[src/config_syntax_checker_assert.svh]
// Assertion helpers shared by the checker RTL.
`ifndef CONFIG_SYNTAX_CHECKER_ASSERT_SVH
`define CONFIG_SYNTAX_CHECKER_ASSERT_SVH

// Same-cycle implication, clocked on aclk, off while in reset.
`define CSC_ASSERT_IMP(lbl, ante, cons, msg) \
    lbl: assert property (@(posedge aclk) disable iff (!aresetn) (ante) |-> (cons)) \
        else $error(msg);

// Next-cycle implication, clocked on aclk, off while in reset.
`define CSC_ASSERT_NXT(lbl, ante, cons, msg) \
    lbl: assert property (@(posedge aclk) disable iff (!aresetn) (ante) |=> (cons)) \
        else $error(msg);

`endif

[src/csc_pkg.sv]
package csc_pkg;

    localparam int MAX_DEPTH   = 15;
    localparam logic [3:0] DEPTH_LIMIT = 4'((MAX_DEPTH < 15) ? MAX_DEPTH : 15);

    localparam int QUEUE_DEPTH = 4;
    localparam int QUEUE_AW    = $clog2(QUEUE_DEPTH);
    localparam int QUEUE_CW    = $clog2(QUEUE_DEPTH + 1);

    localparam logic [7:0] CH_OPEN   = 8'h7B;  // {
    localparam logic [7:0] CH_CLOSE  = 8'h7D;  // }
    localparam logic [7:0] CH_HASH   = 8'h23;  // #
    localparam logic [7:0] CH_SEMI   = 8'h3B;  // ;
    localparam logic [7:0] CH_BSLASH = 8'h5C;  // backslash
    localparam logic [7:0] CH_DQUOTE = 8'h22;
    localparam logic [7:0] CH_SQUOTE = 8'h27;
    localparam logic [7:0] CH_SPACE  = 8'h20;
    localparam logic [7:0] CH_TAB    = 8'h09;
    localparam logic [7:0] CH_LF     = 8'h0A;
    localparam logic [7:0] CH_CR     = 8'h0D;

    typedef enum logic [2:0] {
        TK_WORD    = 3'd0,
        TK_OPEN    = 3'd1,
        TK_CLOSE   = 3'd2,
        TK_SEMI    = 3'd3,
        TK_COMMENT = 3'd4,
        TK_END     = 3'd5,
        TK_LEXERR  = 3'd6,
        TK_START   = 3'd7
    } tok_kind_t;

    typedef enum logic [2:0] {
        M_WS      = 3'd0,
        M_WORD    = 3'd1,
        M_SQ      = 3'd2,
        M_DQ      = 3'd3,
        M_COMMENT = 3'd4,
        M_PEND    = 3'd5
    } lex_mode_t;

    typedef enum logic [1:0] {
        V_PARSING  = 2'd0,
        V_ACCEPTED = 2'd1,
        V_REJECTED = 2'd2
    } verdict_t;

    typedef struct packed {
        lex_mode_t  mode;
        logic [7:0] prev_char;
        tok_kind_t  prev_tok;
        logic [3:0] depth;
        logic       rejected;
    } csc_state_t;

    localparam csc_state_t STATE_RESET = '{
        mode: M_WS, prev_char: 8'h00, prev_tok: TK_START, depth: 4'd0, rejected: 1'b0
    };

    typedef struct packed {
        logic       last;
        verdict_t   verdict;
        logic [3:0] depth;
        tok_kind_t  kind;
    } csc_res_t;

    // Up to two results per input beat, first one in r0.
    typedef struct packed {
        logic     v0;
        logic     v1;
        csc_res_t r0;
        csc_res_t r1;
    } csc_out_t;

    typedef struct packed {
        csc_state_t st;
        logic       emit;
        csc_res_t   res;
    } csc_step_t;

    function automatic logic is_space(logic [7:0] c);
        return (c == CH_SPACE) || (c == CH_TAB) || (c == CH_LF) || (c == CH_CR);
    endfunction

    function automatic csc_res_t make_res(tok_kind_t k, logic [3:0] d, verdict_t v);
        csc_res_t r;
        r.last    = 1'b0;
        r.verdict = v;
        r.depth   = d;
        r.kind    = k;
        return r;
    endfunction

    function automatic csc_out_t push_res(csc_out_t o, csc_res_t r, logic en);
        csc_out_t p;
        p = o;
        if (en) begin
            if (!o.v0) begin
                p.v0 = 1'b1;
                p.r0 = r;
            end else begin
                p.v1 = 1'b1;
                p.r1 = r;
            end
        end
        return p;
    endfunction

    // Check a token against the previous one and apply it to the depth.
    function automatic csc_step_t take_token(csc_state_t st, tok_kind_t k);
        csc_step_t t;
        logic      ok;
        t.st   = st;
        t.emit = 1'b0;
        t.res  = make_res(k, st.depth, V_PARSING);
        ok     = 1'b1;
        if (!st.rejected) begin
            if (k == TK_COMMENT) begin
                t.emit = 1'b1;
            end else begin
                case (k)
                    TK_SEMI:  ok = (st.prev_tok == TK_WORD);
                    TK_OPEN:  ok = (st.prev_tok == TK_WORD) && (st.depth < DEPTH_LIMIT);
                    TK_CLOSE: ok = ((st.prev_tok == TK_SEMI) || (st.prev_tok == TK_OPEN) ||
                                    (st.prev_tok == TK_CLOSE)) && (st.depth != 4'd0);
                    default:  ok = 1'b1;
                endcase
                t.emit = 1'b1;
                if (!ok) begin
                    t.st.rejected = 1'b1;
                    t.res = make_res(k, st.depth, V_REJECTED);
                end else begin
                    if (k == TK_OPEN) begin
                        t.st.depth = st.depth + 4'd1;
                    end else if (k == TK_CLOSE) begin
                        t.st.depth = st.depth - 4'd1;
                    end
                    t.st.prev_tok = k;
                    t.res = make_res(k, t.st.depth, V_PARSING);
                end
            end
        end
        return t;
    endfunction

    // Scan a byte from whitespace mode.
    function automatic csc_step_t scan_fresh(csc_state_t st, logic [7:0] c);
        csc_step_t t;
        t.st   = st;
        t.emit = 1'b0;
        t.res  = make_res(TK_WORD, st.depth, V_PARSING);
        case (c)
            CH_OPEN:  t = take_token(st, TK_OPEN);
            CH_CLOSE: t = take_token(st, TK_CLOSE);
            CH_SEMI:  t = take_token(st, TK_SEMI);
            CH_HASH:  t.st.mode = M_COMMENT;
            CH_DQUOTE: begin
                t.st.mode      = M_DQ;
                t.st.prev_char = c;
            end
            CH_SQUOTE: begin
                t.st.mode      = M_SQ;
                t.st.prev_char = c;
            end
            default: begin
                if (!is_space(c)) begin
                    t.st.mode = M_WORD;
                end
            end
        endcase
        return t;
    endfunction

endpackage

[src/csc_scan.sv]
`include "config_syntax_checker_assert.svh"

module csc_scan
    import csc_pkg::*;
(
    input  logic       aclk,
    input  logic       aresetn,
    input  logic       step,
    input  logic       item_end,
    input  logic [7:0] text_byte,
    output csc_out_t   result
);

    csc_state_t state_reg;
    csc_state_t state_next;

    always_comb begin
        csc_state_t st;
        csc_step_t  t;
        csc_out_t   o;
        logic [7:0] q;
        st = state_reg;
        o  = '0;
        t  = '0;
        q  = CH_DQUOTE;
        if (step) begin
            if (item_end) begin
                if (!st.rejected &&
                    (st.mode == M_SQ || st.mode == M_DQ || st.mode == M_PEND)) begin
                    st.rejected = 1'b1;
                    o = push_res(o, make_res(TK_LEXERR, st.depth, V_REJECTED), 1'b1);
                end else begin
                    if (st.mode == M_WORD) begin
                        t  = take_token(st, TK_WORD);
                        st = t.st;
                        o  = push_res(o, t.res, t.emit);
                    end
                    if (st.rejected) begin
                        o = push_res(o, make_res(TK_END, st.depth, V_REJECTED), 1'b1);
                    end else if ((st.prev_tok == TK_SEMI || st.prev_tok == TK_CLOSE) &&
                                 st.depth == 4'd0) begin
                        o = push_res(o, make_res(TK_END, st.depth, V_ACCEPTED), 1'b1);
                    end else begin
                        o = push_res(o, make_res(TK_END, st.depth, V_REJECTED), 1'b1);
                    end
                end
                st = STATE_RESET;
            end else if (!st.rejected) begin
                case (st.mode)
                    M_WORD: begin
                        if (is_space(text_byte) || text_byte == CH_SEMI ||
                            text_byte == CH_OPEN || text_byte == CH_CLOSE) begin
                            st.mode = M_WS;
                            t  = take_token(st, TK_WORD);
                            st = t.st;
                            o  = push_res(o, t.res, t.emit);
                            if (!st.rejected) begin
                                t  = scan_fresh(st, text_byte);
                                st = t.st;
                                o  = push_res(o, t.res, t.emit);
                            end
                        end
                    end
                    M_SQ, M_DQ: begin
                        q = (st.mode == M_SQ) ? CH_SQUOTE : CH_DQUOTE;
                        if (text_byte == q && st.prev_char != CH_BSLASH) begin
                            st.mode = M_PEND;
                        end
                        st.prev_char = text_byte;
                    end
                    M_PEND: begin
                        st.mode = M_WS;
                        if (is_space(text_byte) || text_byte == CH_SEMI) begin
                            t  = take_token(st, TK_WORD);
                            st = t.st;
                            o  = push_res(o, t.res, t.emit);
                            if (!st.rejected) begin
                                t  = scan_fresh(st, text_byte);
                                st = t.st;
                                o  = push_res(o, t.res, t.emit);
                            end
                        end else begin
                            st.rejected = 1'b1;
                            o = push_res(o, make_res(TK_LEXERR, st.depth, V_REJECTED), 1'b1);
                        end
                    end
                    M_COMMENT: begin
                        if (text_byte == CH_LF || text_byte == CH_CR) begin
                            st.mode = M_WS;
                            t  = take_token(st, TK_COMMENT);
                            st = t.st;
                            o  = push_res(o, t.res, t.emit);
                        end
                    end
                    default: begin
                        st.mode = M_WS;
                        t  = scan_fresh(st, text_byte);
                        st = t.st;
                        o  = push_res(o, t.res, t.emit);
                    end
                endcase
            end
            // mark the final result of this beat
            if (o.v1) begin
                o.r1.last = 1'b1;
            end else if (o.v0) begin
                o.r0.last = 1'b1;
            end
        end
        state_next = st;
        result     = o;
    end

    always_ff @(posedge aclk) begin
        if (!aresetn) begin
            state_reg <= STATE_RESET;
        end else begin
            state_reg <= state_next;
        end
    end

    `CSC_ASSERT_NXT(a_end_restarts, step && item_end, state_reg.mode == M_WS && state_reg.depth == 4'd0 && !state_reg.rejected, "end marker did not restart the scanner")
    `CSC_ASSERT_IMP(a_quiet_after_reject, step && !item_end && state_reg.rejected, !result.v0, "result produced after rejection")
    `CSC_ASSERT_IMP(a_second_after_first, result.v1, result.v0 && result.r1.last && !result.r0.last, "second result without proper first")

endmodule

[config.mk]
export PLATFORM = sky130hd
export DESIGN_NAME = csc_scan
export DESIGN_NICKNAME = d
export VERILOG_FILES = /design/src/csc_pkg.sv /design/src/csc_scan.sv
export VERILOG_INCLUDE_DIRS = /design/src /design/src/src
export SDC_FILE = /design/constraint.sdc
export NUM_CORES = 1
export LEC_CHECK = 0
export ABC_CLOCK_PERIOD_IN_PS = 3400
export BUFFER_PORTS_ARGS = -buffer_cell sky130_fd_sc_hd__buf_2
export CORE_MARGIN = 8
export CORE_UTILIZATION = 58
export CTS_CLUSTER_DIAMETER = 80
export CTS_CLUSTER_SIZE = 16
export DETAILED_ROUTE_END_ITERATION = 10
export PLACE_DENSITY = 0.81
export SKIP_LAST_GASP = 1
export SLEW_MARGIN = 20
export SYNTH_ARGS = -nofsm -noshare
export SYNTH_HDL_FRONTEND = slang
export SYNTH_SLANG_ARGS = --single-unit
[constraint.sdc]
create_clock -name aclk -period 3.4 [get_ports aclk]
set_input_delay 0.68 -clock aclk [delete_from_list [all_inputs] [get_ports aclk]]
set_output_delay 0.68 -clock aclk [all_outputs]
set_load 0.01 [all_outputs]
==> impl_metrics.yaml <==
sta:
  finalSetupViolCount: 0
  rsz0062_at_grt: "false"
  fmax_ghz: 0.309
  hold_violations: 0
  period_needed_ns: 3.23
  skew_ns: 0.00522
  slew_headroom_pct: 61.1
  setup_ws_ns: 0.168
  fin_crit_sh_pct: 95.1
  whs_ns: 0.482
  setup-tns-final_ns: 0
  worstMarginPinSlew_ns: 0.583
  drv_slew: 0
drt:
  num_vias: 3014
  vias_per_cell: 6.96
  routedWlPerCell_um: 18.9
  drt-total-wl_um: 8200
  drc: 0
  drtIter0Drc: 539
  drt_pass1_iterations: 5
  postRouteAntennaNets: 0
placed_design:
  gp_congestion: 1.01
  dp_worst_setup_slack_ns: 0.217
  portBuffers: 32
  dp_hpwl_um: 6250
setup_path:
  start_kind: "input pin"
  worstPathCellList: "buf_2, and4b_1, nand4_2, a21oi_1, o21a_1, nand2_1, nor3_1, buf_2"
  cp_common_cell: "buf_2"
  slowest_delay_ns: 0.40
  rr_worst_depth: 9
  cp_slowest_cell: "and4b_1"
  cp.arrival_ns: 2.55
  worstSetupPathDepth: 8
  critPathTopFamily: "simple AND/OR/NAND/NOR gates"
  crit_type: "in -> out"
  end_kind: "output port"
  cp_max_fo: 16
  required_ns: 2.72
  path_buf_inv: 2
grt:
  grt_remaining_overflow: 0
  antenna_found_initial: 0
  grt_start_max_net_pins: 19
  grt_pass1_wl_um: 13000
  grt_pass1_vias: 2625
  grtUsageTotal_pct: 25.2
hold_path:
  whs_path_depth: 1
  hp-class: "reg -> reg"
floorplanning:
  die_w_um: 79.7
  rows: 23
  floorplan.initialDensity_pct: 59.7
  die_area_um2: 6350
  die_h_um: 79.7
  ios: 34
  coreArea_um2: 3940
logic_synthesis:
  synth_cell_types: 75
  synth_area_um2: 2350
  synth-seq-area-share_pct: 16.2
  yosysWarningCount: 0
  avgSynthCellArea_um2: 6.88
  synth_edf_count: 0
  netlist_instances: 342
  synth_ff_type: "dfxtp_1"
  async_flop_share_pct: 0
  ys_ff_latch: 19
  syn_nets: 359
clocking:
  clockBufferDepth: 2
  h-tree-depth: 1
  cts_tree: "yes"
  clk_pin_slew_ns: 0.08
  cts_buffers: 3
  cts_resized: 0
  post-cts-setup-buffers: 0
  cts_sinks: 19
  insertion_delay_ns: 0.27
  clk_root_buffer_cell: "clkbuf_8"
  cts_hold_buf: 0
power:
  p_per_area_nw_per_um2: 217
  seq_power_share_pct: 39.3
  p_sw_w: 0.000214
  power_w: 0.000589
  switching_share_pct: 36.3
  pwr-share-comb_pct: 30.4
  clkPwrFrac_pct: 30.4
  p_leak_nw: 1.07
  p_int_w: 0.000375
  ir_drop_mv: 0.142
layout:
  n_fill_cell: 345
  largest_reg_flops: 19
  diodes: 0
  area_growth_pct: 15.6
  drive_gt1_share_pct: 23.2
  final_nets: 401
flow_run:
  drv_cap: 0
status:
  outcome: "complete, no violations"
## per-stage QoR
step	cells	util (%)	area, um^2
after detailed placement	429	67.8	2670
after floorplan	342	-	2350
after CTS	433	68.9	2720
final	433	69.0	2720
after global placement	429	67.8	2670
after global routing	433	69.0	2720
## placed cells by master, fill, tap and decap left out, types with 3 or more instances in the layout
| cell type | count |
|---|---|
| nand4_1 | 3 |
| a21oi_1 | 28 |
| buf_2 | 32 |
| a211oi_1 | 4 |
| o21ai_1 | 5 |
| nor4bb_1 | 3 |
| ha_1 | 5 |
| nand3b_1 | 3 |
| nand4b_1 | 4 |
| o21ai_0 | 25 |
| o211ai_1 | 3 |
| nand2b_1 | 3 |
| inv_1 | 14 |
| nand3_1 | 14 |
| buf_4 | 27 |
| dfxtp_1 | 18 |
| nor2_1 | 34 |
| clkbuf_8 | 3 |
| and3_1 | 5 |
| a22o_1 | 5 |
| nor2b_1 | 7 |
| nand2_1 | 38 |
| o22ai_1 | 4 |
| a31oi_1 | 5 |
| nor3_1 | 16 |
| a22oi_1 | 6 |
| o31ai_1 | 5 |
| and2_1 | 3 |
## metal layers
layer / GRT usage, % / vias up / share of wire, %
li1: - / 1358 / -
met1: 34.1 / 1370 / 41
met2: 39.2 / 251 / 43
met3: 3.60 / 35 / 12
met4: 8.89 / 0 / 3.2
met5: 0 / - / 0
## worst reg2reg max path, stage by stage (launching register included)
cell and delay, ns:
dfxtp_1 0.35, inv_1 0.08, ha_1 0.26, nor3b_1 0.19, or3_4 0.43, a22oi_2 0.28, o221ai_2 0.19, a211oi_2 0.47
o311ai_1 0.20, o31a_1 0.15
## synth_stat cells (all sizes together) (4+ instances only)
| cell | n | share of area, % |
|---|---|---|
| nand2 | 38 | 6.1 |
| nor2 | 35 | 5.7 |
| o21ai | 31 | 6.8 |
| a21oi | 28 | 6.0 |
| dfxtp | 19 | 16 |
| nor3 | 16 | 3.4 |
| inv | 15 | 2.4 |
| nand3 | 14 | 3.0 |
| buf | 11 | 2.8 |
| clkbuf | 11 | 1.8 |
| a211oi | 7 | 3.2 |
| a22oi | 7 | 2.4 |
| nor2b | 7 | 1.9 |
| and3 | 6 | 1.8 |
| a22o | 5 | 1.9 |
| a31oi | 5 | 1.3 |
| ha | 5 | 2.7 |
| o31ai | 5 | 1.6 |
| a21boi | 4 | 1.4 |
| nand4 | 4 | 1.3 |
| nand4b | 4 | 1.5 |
| o22ai | 4 | 1.1 |
| or3 | 4 | 1.5 |
## logic make-up (layout without fill, tap and decap cells)
group	count (synthesis)	after routing	synth area share [%]
compound gates	122	122	36.7
mux	5	5	2.77
xor+xnor	1	1	0.372
buf+inv	37	78	6.91
flops	19	19	16.2
other cells	1	1	0.159
simple gates	152	152	34.3
fa+ha+maj	5	5	2.66
## cell type report
class	instances	area [um^2]	area share, %
multi-input cells	286	1810	66.5
clock buffers	3	41.3	1.52
well taps	50	62.6	2.30
flip-flops and latches	19	382	14.0
repair buffers	59	363	13.3
clock inverters	1	5.00	0.184
inverters	15	56.3	2.07
## power groups by stage
| stage | registers (W) | clock network [W] | logic, W |
|---|---|---|---|
| after floorplan | 0.000235 | 0 | 0.000111 |
| final | 0.000231 | 0.000179 | 0.000179 |
| after global routing | 0.000232 | 0.000192 | 0.000191 |
| after CTS | 0.000231 | 0.000180 | 0.000173 |
| after detailed placement | 0.000236 | 0 | 0.000172 |
| after global placement | 0.000236 | 0 | 0.000170 |
## final timing paths
path | slack [ns] | end | from
worst min-delay path | 0.48 | state_reg[14] | state_reg[14]
worst max register to register | 0.71 | state_reg[6] | state_reg[1]
worst min register to register | 0.48 | state_reg[14] | state_reg[14]
worst max-delay path | 0.17 | result[5] | text_byte[2]
(Power assumes the default switching activity.)
